### src/design/mbd_pkg.sv
// ----------------------------------------------------------------------------
// mbd_pkg: shared types and constants for the monocular ball distance block
// Holds register indexes, reset values, datapath widths, the CORDIC arctangent
// table and the structs passed between the front, queue and back parts.
// ----------------------------------------------------------------------------
`default_nettype none

package mbd_pkg;

    // Configuration port
    localparam int CFG_IDX_W  = 3;
    localparam int CFG_DATA_W = 24;

    localparam logic [CFG_IDX_W-1:0] CFG_IDX_FOCAL_X     = 3'd0;
    localparam logic [CFG_IDX_W-1:0] CFG_IDX_FOCAL_Y     = 3'd1;
    localparam logic [CFG_IDX_W-1:0] CFG_IDX_CENTER_ROW  = 3'd2;
    localparam logic [CFG_IDX_W-1:0] CFG_IDX_BALL_DIAM   = 3'd3;
    localparam logic [CFG_IDX_W-1:0] CFG_IDX_CAM_HEIGHT  = 3'd4;
    localparam logic [CFG_IDX_W-1:0] CFG_IDX_TILT        = 3'd5;
    localparam logic [CFG_IDX_W-1:0] CFG_IDX_CALIB_VALID = 3'd6;

    localparam logic [15:0] RST_FOCAL_X    = 16'd9600;
    localparam logic [15:0] RST_FOCAL_Y    = 16'd9600;
    localparam logic [15:0] RST_CENTER_ROW = 16'd3840;
    localparam logic [19:0] RST_BALL_DIAM  = 20'd65000;
    localparam logic [23:0] RST_CAM_HEIGHT = 24'd300000;

    // Datapath
    localparam int DIST_W           = 33;
    localparam int CORDIC_STEPS_DEF = 16;
    localparam int TAB_LEN          = 24;
    localparam int TAB_W            = 23;
    localparam int XW               = 34;   // CORDIC x/y width
    localparam int ZW               = 28;   // CORDIC angle width, 2^-16 degree
    localparam int MIN_COUNT        = 3;
    localparam int QUEUE_DEPTH      = 4;
    localparam int DIV_NUM_W        = 55;   // 24-bit height times 31-bit cosine
    localparam int SZ_DEN_W         = 16;
    localparam int GD_DEN_W         = 31;

    localparam logic signed [ZW-1:0] DEG90 = ZW'(90 * 65536);

    localparam logic [TAB_W-1:0] ATAN_TAB [0:TAB_LEN-1] = '{
        23'd2949120, 23'd1740967, 23'd919879, 23'd466945, 23'd234379, 23'd117304,
        23'd58666, 23'd29335, 23'd14668, 23'd7334, 23'd3667, 23'd1833,
        23'd917, 23'd458, 23'd229, 23'd115, 23'd57, 23'd29, 23'd14, 23'd7,
        23'd4, 23'd2, 23'd1, 23'd0
    };

    // Ground result selection
    localparam logic [1:0] GM_NONE = 2'd0;
    localparam logic [1:0] GM_ZERO = 2'd1;
    localparam logic [1:0] GM_MAX  = 2'd2;
    localparam logic [1:0] GM_DIV  = 2'd3;

    typedef struct packed {
        logic [15:0]        focal_x;
        logic [15:0]        focal_y;
        logic [15:0]        center_row;
        logic [19:0]        ball_diam;
        logic [23:0]        mount_height;
        logic signed [15:0] tilt;
        logic               calib;
    } t_cfg;

    typedef struct packed {
        logic               width_zero;
        logic [15:0]        width;
        logic signed [16:0] dy;
    } t_qent;

    typedef struct packed {
        logic        width_zero;
        logic        fy_zero;
        logic [15:0] width;
        logic [35:0] size_num;
        logic        ang_pos;
        logic        ang_ge90;
    } t_side;

    typedef struct packed {
        logic       width_zero;
        logic [1:0] mode;
    } t_dside;

    function automatic logic signed [ZW-1:0] tab_z(input int idx);
        tab_z = signed'({{(ZW-TAB_W){1'b0}}, ATAN_TAB[idx]});
    endfunction

endpackage

`default_nettype wire

### src/design/mbd_in_if.sv
// ----------------------------------------------------------------------------
// mbd_in_if: detection channel
// Valid/ready channel carrying one ball detection per beat.
// ----------------------------------------------------------------------------
`default_nettype none

interface mbd_in_if;
    logic        valid;
    logic        ready;
    logic [3:0]  value_count;
    logic [15:0] pixel_row;
    logic [15:0] pixel_width;

    modport source (output valid, output value_count, output pixel_row,
                    output pixel_width, input ready);
    modport sink   (input valid, input value_count, input pixel_row,
                    input pixel_width, output ready);
endinterface

`default_nettype wire

### src/design/mbd_front.sv
// ----------------------------------------------------------------------------
// mbd_front: detection intake
// Accepts detections, drops those that yield no result and forms queue entries.
// ----------------------------------------------------------------------------
`default_nettype none

module mbd_front (
    input  mbd_pkg::t_cfg  i_cfg,
    mbd_in_if.sink         i_det,
    input  logic           i_full,
    output logic           o_push,
    output mbd_pkg::t_qent o_ent
);
    logic keep;

    assign i_det.ready = !i_full;
    // drop when uncalibrated or too few values
    assign keep   = i_cfg.calib && (i_det.value_count >= 4'(mbd_pkg::MIN_COUNT));
    assign o_push = i_det.valid && !i_full && keep;

    assign o_ent.width_zero = (i_det.pixel_width == 16'd0);
    assign o_ent.width      = i_det.pixel_width;
    assign o_ent.dy         = signed'({1'b0, i_det.pixel_row})
                            - signed'({1'b0, i_cfg.center_row});
endmodule

`default_nettype wire

### src/flat_wrapper.sv
// flat-port wrapper written by rule: the top's interface ports become plain ports
module mbd_front_flat 
  (i_cfg, i_full, o_push, o_ent, i_det_valid, i_det_value_count, i_det_pixel_row, i_det_pixel_width, i_det_ready);
  mbd_in_if i_det_i ();
  input  mbd_pkg::t_cfg i_cfg;
  input  logic i_full;
  output logic o_push;
  output mbd_pkg::t_qent o_ent;
  input wire logic [$bits(i_det_i.valid)-1:0] i_det_valid;
  input wire logic [$bits(i_det_i.value_count)-1:0] i_det_value_count;
  input wire logic [$bits(i_det_i.pixel_row)-1:0] i_det_pixel_row;
  input wire logic [$bits(i_det_i.pixel_width)-1:0] i_det_pixel_width;
  output wire logic [$bits(i_det_i.ready)-1:0] i_det_ready;
  assign i_det_i.valid = i_det_valid;
  assign i_det_i.value_count = i_det_value_count;
  assign i_det_i.pixel_row = i_det_pixel_row;
  assign i_det_i.pixel_width = i_det_pixel_width;
  assign i_det_ready = i_det_i.ready;
  mbd_front u_core (.i_cfg(i_cfg), .i_det(i_det_i), .i_full(i_full), .o_push(o_push), .o_ent(o_ent));
endmodule
### config.mk
export PLATFORM = sky130hd
export DESIGN_NAME = mbd_front_flat
export DESIGN_NICKNAME = d
export VERILOG_FILES = /design/src/design/mbd_pkg.sv /design/src/design/mbd_in_if.sv /design/src/design/mbd_front.sv /design/src/flat_wrapper.sv
export SDC_FILE = /design/constraint.sdc
export NUM_CORES = 1
export LEC_CHECK = 0
export ABC_AREA = 1
export BUFFER_PORTS_ARGS = -buffer_cell sky130_fd_sc_hd__buf_2
export CORE_AREA = 3 3 70 72
export DETAILED_ROUTE_END_ITERATION = 12
export DIE_AREA = 0 0 73 75
export PLACE_DENSITY = 0.89
export SLEW_MARGIN = 25
export SYNTH_ARGS = -nofsm -noshare
export SYNTH_HDL_FRONTEND = slang
export SYNTH_SLANG_ARGS = --single-unit
### constraint.sdc
create_clock -name vclk -period 1.4
set_input_delay 0.07 -clock vclk [all_inputs]
set_output_delay 0.07 -clock vclk [all_outputs]
set_load 0.02 [all_outputs]
==> After elaboration in Yosys (flattened, before gate mapping) <==
Cells that the tools add are included.
{ "word_totals": {"register_bits": 0, "latch_bits": 0, "ramBits": 0, "mem_bits_ro": 0, "elab_cells": 7, "mem_count": 0} }
{ "op_classes": {"n_addsub": 1, "n_mul": 0, "div_mod_pow": 0, "n_lt_le_gt_ge": 1, "eq_ne": 0, "shifts": 0, "muxes": 0, "bitwise_logic": 0, "n_reduce_logical": 5} }
{ "ops": {"columns": ["op", "count"], "rows": [
  ["subtractor 16 x 16 -> 17 bit", 1],
  ["zero test 16 bit", 1],
  [">= comparator 4 x 2 -> 1 bit (second input constant)", 1],
  ["logical AND 1 bit", 3],
  ["zero test 1 bit", 1]
]} }

==> Depth between registers and ports, before layout <==
{ "depth": {"word_depth": 3, "mapped_depth": 11} }

==> Least setup slack after synthesis <==
OpenSTA, ideal clock, no wires.
{ "synth_path": {"kind": "input-to-output", "startpoint": "input port i_det_pixel_row[0]", "endpoint": "output port o_ent[8] (netlist name)", "arrival_time_ps": 1453, "required_ps": 1330, "path_slack_ps": -123, "cell_stages": 9, "cell_sequence": "inv_1 -> ha_1 -> fa_1 -> inv_1 -> nand3_1 -> nand3_1 -> nand2_1 -> nand3_1 -> xor2_1"} }
{ "synth_rtl": {"columns": ["item", "line", "rtl"], "rows": [
  ["from (decl)", "flat_wrapper.sv:11", "input wire logic [$bits(i_det_i.pixel_row)-1:0] i_det_pixel_row;"],
  ["to (decl)", "flat_wrapper.sv:8", "output mbd_pkg::t_qent o_ent;"]
]} }

==> impl_metrics.ini <==
[finish]
nNetsFinal = 489
drive_above_1_share_pct = 55.11
n_clock_buffer = 0
diodes = 0
design.seq.count = 0
area_growth_pct = 75.15
regArea_um2 = 0

[power]
ir_drop_v = 0.0004014
p_int_uw = 499.9
p_per_area_mw_per_mm2 = 526.4
swShare_pct = 56.40
p_leak_uw = 0.001302
seq_power_share_pct = 0
comb_power_share_pct = 100.0
p_sw_uw = 646.7
p_clk_share_pct = 0

[synth]
synth_compound_area_share_pct = 6.237
synthSimpleGateAreaFrac_pct = 43.06
yosysSeqAreaShare_pct = 0
synth_top_family_by_area = simple AND/OR/NAND/NOR gates
synth_area_per_cell_um2 = 5.270
synth_fa_ha_area_share_pct = 17.71
synthMuxAreaShare_pct = 0
yosys_warnings = 0
netlist_area_mm2 = 0.001244
synth_fp_nets = 400
postSynthCellCount = 236
synth_cell_types = 22
yosysTopAreaCellShare_pct = 23.54
synth_area_leaders = nand2_1 24%, inv_1 17%, ha_1 16%, buf_4 9.7%, nand3_1 5.6%
yosysTopAreaCell = nand2_1
synth_xor_area_share_pct = 4.930

[timing]
finalCriticalPeriod_ps = 1429
drv_slew = 0
min_period_over_period_pct = 102.0
layout_setup_ws_ps = -28.68
rsz0062_at_grt = yes
setup_viol_count_final = 3
hold_ws_ps = 379.5
tightest_slew_ps = 311.4
hold_violations = 0
slew_headroom_pct = 79.05
max_freq_mhz = 699.9

[min_path]
min_to = o_ent[25]
hp-start = i_det_pixel_width[8]
hold_depth = 2
hp-class = in -> out

[place]
dp_hpwl_um = 4016
gp_congestion = 0.8658
pre_cts_ws_ps = -167.8
io_buffers = 91

[worst_setup_path]
cp_num_buf_inv = 3
crit_family = adder cells
worstPathMaxFanout = 3
arrival_ps = 1360
cp.required_ps = 1330
critPathCaptureType = output pin
path_class = in -> out
crit_path_max_incr_delay_ps = 340
start_kind = primary input
path_cells = buf_6, ha_4, fa_2, inv_2, nand3_2, nand3_4, nand2_2, nand3_4, xor2_4, buf_6
cp_slowest_cell = fa_2

[drt]
drcViolationCount = 0
via_per_inst = 4.683
firstDrtPassIters = 4
wl_per_cell_um = 13.90
wirelength_um = 5213
num_vias = 1756
drt-initial-drc-count = 52
ant_nets = 0

[die]
pin_count = 183
core-area_mm2 = 0.004354
die_h_um = 75
die_x_um = 73
fp-row-count = 24
die_area_mm2 = 0.005475
start_util_pct = 28.56

[cts]
cts_hold_buf = 0

[run_status]
violations = setup timing
status = finished, violations left

[job]
cap_violations = 0

[grt]
track_usage_pct = 16.13
grt_pass1_wl_um = 7024
antenna_found_initial = 2
grt_max_degree = 6
grt_overflow = 0
grt_pass1_vias = 1590
[cell families (layout without fill, tap and decap cells)]
family | after synthesis | count (layout)
AO/OA/AOI/OAI | 13 | 13
AND/OR/NAND/NOR | 122 | 122
adder cells (fa/ha/maj) | 17 | 17
buffers and inverters | 77 | 164
XOR/XNOR | 7 | 7
[through the flow]
step | std cells | total power, µW | TNS, ps | area (µm²) | utilization (%)
global route | 375 | 1234 | -564.3 | 2178 | 50.03
CTS | 373 | 938.5 | -58.64 | 1864 | 42.82
finish | 375 | 1147 | -63.60 | 2178 | 50.03
detailed placement | 373 | 863.3 | -811.7 | 1745 | 40.09
floorplan | 236 | 578.1 | 0 | 1270 | -
global placement | 373 | 845.4 | -550.6 | 1745 | 40.09
[power by group through the flow]
stage               Combinational (µW)  Clock [µW]  Sequential, µW
floorplan                          578           0               0
global placement                   845           0               0
detailed placement                 863           0               0
CTS                                939           0               0
global route                      1230           0               0
finish                            1150           0               0
[what timing repair did]
item | in CTS | in global routing
pin swaps | 7 | 23
setup buffers | 0 | 2
endpoints found under the setup margin | 12 | 13
resized for setup | 26 | 68
[metal layers]
metal / vias to the layer above / wire, µm / global-route usage, %
li1: 871 / - / -
met4: 4 / 79 / 2.254
met2: 87 / 2357 / 27.31
met5: - / 21 / 0
met1: 780 / 2049 / 18.87
met3: 14 / 705 / 7.877
[placed cells by master (no fill, tap or decap), types with 3 or more instances in the layout]
cell type  instances
buf_2             78
nand2_1           60
inv_1             48
nand2_2           21
ha_4              14
buf_4             13
inv_2             12
buf_6             12
nor2_1            10
nand3_1            7
a21oi_2            6
nand3_2            5
nand2_4            5
a21oi_1            4
nor4_1             4
nor3_2             3
nand4_1            3
[synthesized netlist by cell type, types with 2 or more instances]
library cell   n
a21oi_1        9
buf_4         16
ha_1          16
inv_1         55
inv_2          5
nand2_1       78
nand2_2        8
nand3_1       14
nand4_1        3
nor2_1        10
nor3_2         3
nor4_1         4
xnor2_1        2
xor2_1         5
[final cells by class]
cell class | instances | area [µm²]
Inverter | 61 | 231.5
Tap cell | 52 | 65.06
Multi-Input combinational cell | 159 | 1259
Fill cell | 412 | 2176
Timing Repair Buffer | 103 | 623.1
[how the worst max path moves through the flow]
stage                 to  cells after the start                from
3_5_place_dp    o_ent[8]                     11  i_det_pixel_row[0]
2_1_floorplan  o_ent[16]                      9  i_det_pixel_row[0]
5_1_grt        o_ent[10]                     12  i_det_pixel_row[0]
6_report        o_ent[8]                     10           i_cfg[61]
4_1_cts         o_ent[8]                     10           i_cfg[61]
3_3_place_gp    o_ent[8]                     11  i_det_pixel_row[0]
No activity file was read; power rests on OpenSTA's default activity.
