$ cat src/design/mbd_pkg.sv
// ----------------------------------------------------------------------------
// mbd_pkg: shared types and constants for the monocular ball distance block
// Holds register indexes, reset values, datapath widths, the CORDIC arctangent
// table and the structs passed between the front, queue and back parts.
// ----------------------------------------------------------------------------
`default_nettype none

package mbd_pkg;

    // Configuration port
    localparam int CFG_IDX_W  = 3;
    localparam int CFG_DATA_W = 24;

    localparam logic [CFG_IDX_W-1:0] CFG_IDX_FOCAL_X     = 3'd0;
    localparam logic [CFG_IDX_W-1:0] CFG_IDX_FOCAL_Y     = 3'd1;
    localparam logic [CFG_IDX_W-1:0] CFG_IDX_CENTER_ROW  = 3'd2;
    localparam logic [CFG_IDX_W-1:0] CFG_IDX_BALL_DIAM   = 3'd3;
    localparam logic [CFG_IDX_W-1:0] CFG_IDX_CAM_HEIGHT  = 3'd4;
    localparam logic [CFG_IDX_W-1:0] CFG_IDX_TILT        = 3'd5;
    localparam logic [CFG_IDX_W-1:0] CFG_IDX_CALIB_VALID = 3'd6;

    localparam logic [15:0] RST_FOCAL_X    = 16'd9600;
    localparam logic [15:0] RST_FOCAL_Y    = 16'd9600;
    localparam logic [15:0] RST_CENTER_ROW = 16'd3840;
    localparam logic [19:0] RST_BALL_DIAM  = 20'd65000;
    localparam logic [23:0] RST_CAM_HEIGHT = 24'd300000;

    // Datapath
    localparam int DIST_W           = 33;
    localparam int CORDIC_STEPS_DEF = 16;
    localparam int TAB_LEN          = 24;
    localparam int TAB_W            = 23;
    localparam int XW               = 34;   // CORDIC x/y width
    localparam int ZW               = 28;   // CORDIC angle width, 2^-16 degree
    localparam int MIN_COUNT        = 3;
    localparam int QUEUE_DEPTH      = 4;
    localparam int DIV_NUM_W        = 55;   // 24-bit height times 31-bit cosine
    localparam int SZ_DEN_W         = 16;
    localparam int GD_DEN_W         = 31;

    localparam logic signed [ZW-1:0] DEG90 = ZW'(90 * 65536);

    localparam logic [TAB_W-1:0] ATAN_TAB [0:TAB_LEN-1] = '{
        23'd2949120, 23'd1740967, 23'd919879, 23'd466945, 23'd234379, 23'd117304,
        23'd58666, 23'd29335, 23'd14668, 23'd7334, 23'd3667, 23'd1833,
        23'd917, 23'd458, 23'd229, 23'd115, 23'd57, 23'd29, 23'd14, 23'd7,
        23'd4, 23'd2, 23'd1, 23'd0
    };

    // Ground result selection
    localparam logic [1:0] GM_NONE = 2'd0;
    localparam logic [1:0] GM_ZERO = 2'd1;
    localparam logic [1:0] GM_MAX  = 2'd2;
    localparam logic [1:0] GM_DIV  = 2'd3;

    typedef struct packed {
        logic [15:0]        focal_x;
        logic [15:0]        focal_y;
        logic [15:0]        center_row;
        logic [19:0]        ball_diam;
        logic [23:0]        mount_height;
        logic signed [15:0] tilt;
        logic               calib;
    } t_cfg;

    typedef struct packed {
        logic               width_zero;
        logic [15:0]        width;
        logic signed [16:0] dy;
    } t_qent;

    typedef struct packed {
        logic        width_zero;
        logic        fy_zero;
        logic [15:0] width;
        logic [35:0] size_num;
        logic        ang_pos;
        logic        ang_ge90;
    } t_side;

    typedef struct packed {
        logic       width_zero;
        logic [1:0] mode;
    } t_dside;

    function automatic logic signed [ZW-1:0] tab_z(input int idx);
        tab_z = signed'({{(ZW-TAB_W){1'b0}}, ATAN_TAB[idx]});
    endfunction

endpackage

`default_nettype wire

$ cat src/design/mbd_queue.sv
// ----------------------------------------------------------------------------
// mbd_queue: front-to-back queue
// Small FIFO that decouples detection intake from the arithmetic pipeline.
// ----------------------------------------------------------------------------
`default_nettype none

module mbd_queue #(
    parameter int DEPTH = mbd_pkg::QUEUE_DEPTH
) (
    input  logic           i_clk,
    input  logic           i_rst_n,
    input  logic           i_push,
    input  mbd_pkg::t_qent i_ent,
    output logic           o_full,
    input  logic           i_pop,
    output logic           o_valid,
    output mbd_pkg::t_qent o_ent
);
    localparam int PW = $clog2(DEPTH);
    localparam int CW = $clog2(DEPTH + 1);

    mbd_pkg::t_qent r_mem [0:DEPTH-1];
    logic [PW-1:0]  r_wr_ptr, r_rd_ptr;
    logic [CW-1:0]  r_count;
    logic           do_push, do_pop;

    assign o_full  = (r_count == CW'(DEPTH));
    assign o_valid = (r_count != '0);
    assign o_ent   = r_mem[r_rd_ptr];
    assign do_push = i_push && !o_full;
    assign do_pop  = i_pop && o_valid;

    always_ff @(posedge i_clk) begin
        if (do_push) begin
            r_mem[r_wr_ptr] <= i_ent;
        end
    end

    always_ff @(posedge i_clk) begin
        if (!i_rst_n) begin
            r_wr_ptr <= '0;
            r_rd_ptr <= '0;
            r_count  <= '0;
        end else begin
            if (do_push) begin
                r_wr_ptr <= (r_wr_ptr == PW'(DEPTH - 1)) ? '0 : r_wr_ptr + 1'b1;
            end
            if (do_pop) begin
                r_rd_ptr <= (r_rd_ptr == PW'(DEPTH - 1)) ? '0 : r_rd_ptr + 1'b1;
            end
            if (do_push && !do_pop) begin
                r_count <= r_count + 1'b1;
            end else if (do_pop && !do_push) begin
                r_count <= r_count - 1'b1;
            end
        end
    end
endmodule

`default_nettype wire

$ cat config.mk
export PLATFORM = sky130hd
export DESIGN_NAME = mbd_queue
export DESIGN_NICKNAME = d
export VERILOG_FILES = /design/src/design/mbd_pkg.sv /design/src/design/mbd_queue.sv
export SDC_FILE = /design/constraint.sdc
export NUM_CORES = 1
export LEC_CHECK = 0
export BUFFER_PORTS_ARGS = -buffer_cell sky130_fd_sc_hd__buf_2
export CAP_MARGIN = 20
export CELL_PAD_IN_SITES_DETAIL_PLACEMENT = 2
export CELL_PAD_IN_SITES_GLOBAL_PLACEMENT = 2
export CORE_MARGIN = 1
export CORE_UTILIZATION = 40
export DETAILED_ROUTE_END_ITERATION = 10
export GPL_TIMING_DRIVEN = 0
export HOLD_SLACK_MARGIN = 0.08
export PLACE_DENSITY = 0.81
export SYNTH_ARGS = -nofsm -noshare
export SYNTH_HDL_FRONTEND = slang
export SYNTH_SLANG_ARGS = --single-unit
$ cat constraint.sdc
create_clock -name i_clk -period 1.95 [get_ports i_clk]
set_input_delay 0.2925 -clock i_clk [delete_from_list [all_inputs] [get_ports i_clk]]
set_output_delay 0.2925 -clock i_clk [all_outputs]
set_load 0.01 [all_outputs]
== Word level (Yosys, flattened, before mapping) ==
Memory sizes are Yosys's and may differ from the RTL's. A register that Yosys moved wholly into a read port is not among the register bits.
Cells that the tools add are included.

* Output and inout bits: 36
* Logic and storage cells: 28
* Input port bits: 38
* Memories: 1
* Register bits after elaboration: 7
* RAM bits: 136

* Mux-type cells: 8
* Add/subtract/negate cells: 4
* Reductions and logical operators: 9
* Equality and inequality tests: 3

{| class="wikitable"
|+ Memory list
! memory !! words !! width !! rd ports !! clocked after memory_dff !! write ports !! RTL line !! source
|-
| r_mem || 4 || 34 || 1 || 1 || 1 || mbd_queue.sv:22 || <nowiki>mbd_pkg::t_qent r_mem [0:DEPTH-1];</nowiki>
|}

{| class="wikitable"
|+ Operator list
! cell !! number
|-
| two-way mux 2 bit || 4
|-
| two-way mux 3 bit || 2
|-
| adder 2 x 1 -> 2 bit, second input constant || 2
|-
| equality test 2 bit, second input constant || 2
|-
| logical AND 1 bit || 4
|-
| adder 3 x 1 -> 3 bit, second input constant || 1
|-
| equality test 3 bit, second input constant || 1
|-
| logical NOT 1 bit || 3
|-
| nonzero test 3 bit || 1
|-
| subtractor 3 x 1 -> 3 bit, second input constant || 1
|-
| two-way mux 1 bit || 2
|-
| nonzero test 2 bit || 1
|}

== Depth between registers and ports, before layout ==
Gate-level depths: netlist (run 1).

* Depth in word-level cells: 7
* Gate-level depth with buffers: 9
* Mapped depth without buffers: 8

== Least setup slack after synthesis (run 1) ==
Ideal clock, no wire load.

* Path type: register -> register
* Start point: register r_count[0]
* End point: register r_count[2]
* Buffers on the path: 0
* Data required time: 1.874 ns
* Setup slack: -0.159 ns
* Arrival: 2.033 ns
* Cell stages (with the launch flop): 8
* Clock period less this slack: 2.109 ns
* Setup time: 0.076 ns
* Cells stage by stage: dfxtp_1 > o31ai_1 > ha_1 > inv_1 > fa_1 > xor2_1 > or3_1 > a21boi_0

* Word-level cells in the longest chain between the ends: 6
* Elaborated cells between the ends (all ways): 14
* Those cells by class: 2 x add/sub; 1 x eq/ne; 2 x mux; 9 x reduce/logical

{| class="wikitable"
|+ RTL lines
! element !! RTL line !! source
|-
| start, declared || mbd_queue.sv:24 || <nowiki>logic [CW-1:0] r_count;</nowiki>
|-
| start signal, assigned || mbd_queue.sv:52 || <nowiki>r_count <= r_count + 1'b1;</nowiki>
|-
| start signal, assigned || mbd_queue.sv:54 || <nowiki>r_count <= r_count - 1'b1;</nowiki>
|-
| branches (longest 6 deep; another with subtractor 3 x 1 -> 3 bit) || -- ||
|}

Several ways; the timed one is not identified. The select of a mux whose other input is x is not followed.
A chain may end at the register's enable or synchronous reset.

==> results.py, run 1 <==
metrics = {
    "run_status": {
        "status": "finished, violations left",
        "violations": "negative setup slack",
    },
    "synthesis": {
        "synth-simple-area-share_pct": 2.002,
        "synth_adder_area_share_pct": 1.749,
        "synth_compound_area_share_pct": 0.5524,
        "yosys_warnings": 0,
        "async_reset_ff_share_pct": 0,
        "synth_edf_count": 136,
        "synth_top_flop_cell": "edfxtp_1",
        "synth_top_family_by_area": "multiplexers",
        "synthesis.nets": 274,
        "syn_area_mm2": 0.005436,
        "ys_ff_latch": 145,
        "syn_inst": 229,
        "yosys.area_share.xor_xnor_pct": 0.3222,
        "ys_types": 24,
        "yosysSeqAreaShare_pct": 78.43,
        "synth.mux.area_fraction_pct": 14.91,
        "syn_avg_cell_area_um2": 23.74,
    },
    "placement": {
        "post_dp_cell_area_mm2": 0.006035,
        "post-dp-hpwl_um": 6941,
        "dp_cells": 478,
        "portBuffers": 73,
        "gp_congestion": 0.6636,
        "dp_slack_ps": -241.9,
    },
    "floorplan": {
        "die_area_mm2": 0.01406,
        "core_area_mm2": 0.01324,
        "io_pins": 74,
        "num_rows": 42,
        "start_util_pct": 41.05,
        "fp.dieW_um": 118.6,
        "die_y_um": 118.6,
    },
    "cts": {
        "cts-htree-levels": 4,
        "cts_buffers": 17,
        "clock_path_buffers": 2,
        "cts_tree": "built",
        "clockRootBuffer": "clkbuf_16",
        "clk_latency_ps": 430,
        "cts.sinks": 145,
        "clk_pin_slew_ps": 60,
    },
    "grt": {
        "grt_pass1_vias": 3109,
        "grt.total_usage_pct": 18.89,
        "grt_pass1_wl_um": 18590,
        "antenna_found_initial": 0,
        "grt_max_degree": 35,
        "grt_overflow": 0,
    },
    "pwr": {
        "power.total_mw": 10.06,
        "power_density_mw_per_mm2": 1398,
        "p_sw_mw": 2.553,
        "seq_power_share_pct": 39.6,
        "ir_drop_uv": 737.8,
        "switching_share_pct": 25.38,
        "internal-power_mw": 7.504,
        "combPwrFrac_pct": 27.2,
        "clockPowerShare_pct": 33.2,
        "p_leak_nw": 2.501,
    },
    "sta": {
        "hold_viol": 0,
        "clock_skew_ps": 10.77,
        "timing.final.ws_setup_ps": -104.3,
        "tightest_slew_ps": 576.6,
        "finalCritPeriodShare_pct": 105.4,
        "holdWs_ps": 97.83,
        "finalSetupTns_ps": -2343,
        "fmax_mhz": 486.8,
        "slew_headroom_pct": 61.56,
        "grt_setup_unrepaired": "true",
        "min_period_ps": 2054,
        "final-setup-viol-count": 32,
        "final_max_slew_viol_count": 0,
    },
    "routing": {
        "wirelength_um": 12310,
        "wl_met2_um": 6372,
        "drt_iter0_drc": 130,
        "antenna_left": 0,
        "wire_per_inst_um": 22.92,
        "via_per_inst": 5.101,
        "drcViolationCount": 0,
        "highest_layer": "met4",
        "drt-met1-wl_um": 5242,
        "route.met3.wl_um": 544,
        "dr.pass1.iters": 4,
        "vias": 2739,
    },
    "worst_setup_path": {
        "path_class": "flop to output port",
        "cp_max_fo": 5,
        "startpoint_type": "flop",
        "worstPathRequired_ps": 1660,
        "arrival_ps": 1760,
        "critPathCaptureType": "output port",
    },
    "finish": {
        "nFillCells": 1154,
        "final_util_pct": 54.32,
        "fin_area_mm2": 0.007193,
        "drive_gt1_share_pct": 46.54,
        "area_growth_syn_to_layout_pct": 32.31,
        "fin_cells": 537,
        "nets": 394,
        "diodes": 0,
    },
    "worst_hold_path": {
        "hold_path.class": "input pin to flop",
    },
    "run": {
        "cap_viol_max_count": 0,
    },
}
==> what timing repair did <==
item / in CTS / in global routing
buffers inserted: 7 / 2
hold buffers: 16 / 0
resized for setup: 37 / 21
endpoints found under the setup margin: 171 / 35
pin swaps: 4 / 2
gates cloned: 0 / 4
endpoints found under the hold margin: 55 / 0
==> registers in the layout, summed over array words and instances, names as in the netlist, named ones only <==
| register | cells |
|---|---|
| r_mem | 136 |
| r_count | 3 |
| r_rd_ptr | 2 |
| r_wr_ptr | 2 |
==> cells in the final DEF, fill, tap and decap left out <==
master / instances
edfxtp_1: 136
buf_2: 44
mux4_2: 34
buf_6: 31
clkbuf_16: 21
dlygate4sd3_1: 16
buf_4: 11
nand2_1: 6
ha_1: 5
buf_12: 4
and2_4: 4
dfxtp_4: 4
bufinv_16: 4
dfxtp_1: 4
inv_1: 3
clkbuf_1: 3
mux2i_1: 3
o21ai_0: 3
clkinv_2: 3
nor2b_1: 2
or3_1: 2
nor2_1: 2
nand3_1: 2
clkinvlp_4: 2
clkinv_1: 2
nor3b_2: 1
o31ai_4: 1
xnor2_1: 1
and2_1: 1
xor2_1: 1
a21boi_1: 1
fa_2: 1
ha_4: 1
dfxtp_2: 1
clkinv_4: 1
==> cell type report <==
class	instances	area, µm²	area share (%)
Timing Repair Buffer	102	882.1	12.26
Clock inverter	12	166.4	2.313
Sequential cell	145	4280	59.51
Multi-Input combinational cell	71	1086	15.10
Tap cell	176	220.2	3.061
Buffer	9	113.9	1.583
Inverter	3	11.26	0.1565
Clock buffer	19	432.9	6.018
==> Yosys cell counts (all sizes together) (3+ instances only) <==
cell type | instances | area, µm²
edfxtp | 136 | 4084
buf | 8 | 91.34
mux2i | 3 | 30.03
nand2 | 6 | 22.52
mux4 | 34 | 780.8
dfxtp | 9 | 180.2
o21ai | 3 | 15.01
and2 | 5 | 31.28
ha | 6 | 75.07
inv | 3 | 11.26
==> power by group through the flow <==
stage	Combinational, mW	Clock [mW]	Sequential (mW)
after detailed placement	2.03	0	4.01
after CTS	2.40	3.42	3.98
after floorplan	1.34	0	3.94
after global routing	2.94	3.52	4.02
after global placement	1.96	0	3.96
final	2.73	3.34	3.98
==> metal layers <==
metal | global-route usage [%] | up-vias
li1 | - | 1193
met2 | 31.58 | 82
met5 | 0 | -
met4 | 6.883 | 0
met3 | 5.405 | 16
met1 | 23.39 | 1448
==> worst paths after layout <==
| path | startpoint | endpoint | slack [ps] | depth (start not counted) |
|---|---|---|---|---|
| min | i_ent[18] | r_mem[2][18] | 100 | 1 |
| max reg2reg | r_count[2] | r_count[2] | 40 | 8 |
| max | flop | o_ent[0] | -100 | 4 |
| min reg2reg | r_wr_ptr[1] | r_wr_ptr[1] | 510 | 2 |
==> kinds of logic after synthesis <==
kind of cell    Yosys count
xor+xnor                  2
fa+ha+maj                 7
simple gates             20
compound gates            5
buf+inv                  13
mux                      37
flops                   145
==> worst max-delay path, stage by stage (launching register included) <==
cell     delay, ps
dfxtp_4        370
buf_12         140
buf_12         130
mux4_2         550
buf_6          150
Power figures use the tool's default switching activity.
==> run 2, diff against run 1 <==
Settings changed: BUFFER_PORTS_ARGS -buffer_cell sky130_fd_sc_hd__buf_2 to unset, CAP_MARGIN 20 to 30, CORE_UTILIZATION 40 to 44, DONT_BUFFER_PORTS set to 1, SETUP_SLACK_MARGIN set to 0.15.
==> results.py, run 2 (same netlist as run 1, synthesis figures left out) <==
metrics = {
    "routing": {
        "dr.pass1.iters": 4,
        "antenna_left": 0,
        "via_per_inst": 5.388,
        "vias": 2473,
        "wirelength_um": 10450,
        "drcViolationCount": 0,
        "wire_per_inst_um": 22.76,
        "drt_iter0_drc": 120,
    },
    "sta": {
        "grt_setup_unrepaired": "true",
        "final-setup-viol-count": 0,
        "fmax_mhz": 513.7,
        "finalCritPeriodShare_pct": 99.83,
        "hold_viol": 0,
        "tightest_slew_ps": 417.2,
        "slew_headroom_pct": 72.18,
        "min_period_ps": 1947,
        "final_max_slew_viol_count": 0,
        "clock_skew_ps": 6.240,
    },
    "grt": {
        "grt_overflow": 0,
        "antenna_found_initial": 0,
        "use_met1_pct": 20.33,
        "grt_pass1_vias": 2772,
        "met3_usage_pct": 6.695,
        "grt_use_met2_pct": 30.92,
        "grt_max_degree": 20,
        "grt.total_usage_pct": 18.01,
        "grt_pass1_wl_um": 16020,
        "grt.busiest_layer": "met2",
    },
    "worst_setup_path": {
        "critPathLaunch": "r_count[2]",
        "cp_max_fo": 5,
        "startpoint_type": "flop",
        "r2r-start": "r_count[2]",
        "worstPathRequired_ps": 2290,
        "arrival_ps": 2280,
        "path_class": "flop to flop",
        "critPathCaptureType": "flop",
    },
    "pwr": {
        "ir_drop_uv": 665.7,
        "power_density_mw_per_mm2": 1347,
        "p_leak_nw": 2.293,
    },
    "finish": {
        "layout_commonest_cell": "edfxtp_1",
        "drive_gt1_share_pct": 31.41,
        "final_util_pct": 57.96,
        "area_growth_syn_to_layout_pct": 28.06,
        "diodes": 0,
        "fin_cells": 459,
        "top_regs": "r_mem: 136 flops, r_count: 3 flops",
        "nets": 344,
        "top_register": "r_mem",
        "layout_common_cells": "136 x edfxtp_1, 35 x dlygate4sd3_1, 34 x mux4_2",
        "largest_reg_flops": 136,
    },
    "placement": {
        "dp_cells": 380,
        "portBuffers": 0,
        "post-dp-hpwl_um": 6417,
        "gp_congestion": 0.6251,
    },
    "floorplan": {
        "start_util_pct": 45.26,
        "io_pins": 74,
        "fp.dieW_um": 113.2,
        "core_area_mm2": 0.01201,
        "die_y_um": 113.2,
        "die_area_mm2": 0.01280,
        "num_rows": 40,
    },
    "cts": {
        "clk_latency_ps": 420,
        "cts.sinks": 145,
        "clockRootBuffer": "clkbuf_16",
        "cts-htree-levels": 4,
        "cts_buffers": 17,
        "clk_pin_slew_ps": 60,
        "clock_path_buffers": 2,
        "cts_tree": "built",
    },
    "worst_hold_path": {
        "hold_path.class": "input pin to flop",
        "hp-start": "i_pop",
    },
    "run_status": {
        "status": "completed",
    },
    "run": {
        "cap_viol_max_count": 0,
    },
}
[run 2: cell types whose count changed in the layout (fill, tap and decap cells not counted), moves of 3 or more]
| cell | change |
|---|---|
| dlygate4sd3_1 | +19 |
| buf_12 | +4 |
| buf_16 | +5 |
| buf_4 | -4 |
| buf_2 | -44 |
| clkinv_1 | +3 |
| buf_6 | -30 |
[run 2: path summary, 6_finish.rpt]
path | endpoint | slack (ps) | cells past startpoint
worst min-delay path | flop | 200 | 3
worst max-delay path | r_count[2] | 3 | 9
worst min register to register | r_wr_ptr[1] | 520 | 2
worst max register to register | r_count[2] | 3 | 9
[run 2: worst max-delay path, cell delays in order (launching register included)]
cell and delay, ps:
dfxtp_4 360, nor3b_4 160, nor2b_1 110, buf_4 130, ha_4 140, inv_2 40
fa_2 320, xor2_1 160, or3_1 310, a21boi_1 140
[run 2: through the flow]
step                worst slack, ps  hold WS, ps  total power, mW  cell area, µm²  setup TNS (ps)
finish                        3.237        203.3            9.381            6962               0
global route                 -86.70        225.0            9.763            6962          -428.9
CTS                          -14.18        191.5            9.330            6889          -43.82
detailed placement           -304.6        391.5            5.724            5743          -556.0
global placement             -168.5        391.5            5.596            5633          -18080
floorplan                    -54.29        391.4            5.286            5449          -54.29
[run 2: routing by layer]
metal / up-vias / part of all wire (%)
met3: 16 / 5.5
met4: 0 / 1.6
met1: 1289 / 41
li1: 1099 / -
met5: - / 0
met2: 69 / 52
[run 2: repair_timing]
item | 4_1_cts | 5_1_grt
gates resized for setup | 24 | 6
setup buffers | 8 | 0
hold buffers | 35 | 0
endpoints found under the hold margin | 138 | 0
pin swaps | 8 | 1
cloned | 1 | 3
endpoints found under the setup margin | 107 | 36
[run 2: report_power, final]
group	leakage (nW)	internal (mW)	total (mW)	switching, mW
clock	0.291	2.11	3.26	1.16
combinational	0.679	1.14	2.15	1.01
sequential	1.32	3.81	3.97	0.153
total	2.29	7.06	9.38	2.32
[run 2: area by class of cell]
class,instances,area [µm²]
Clock buffer,18,429.2
Fill cell,975,5050
Clock inverter,14,170.2
Multi-Input combinational cell,71,1092
Sequential cell,145,4279
Inverter,3,11.26
Tap cell,147,183.9
Timing Repair Buffer,51,676.9
Buffer,10,118.9
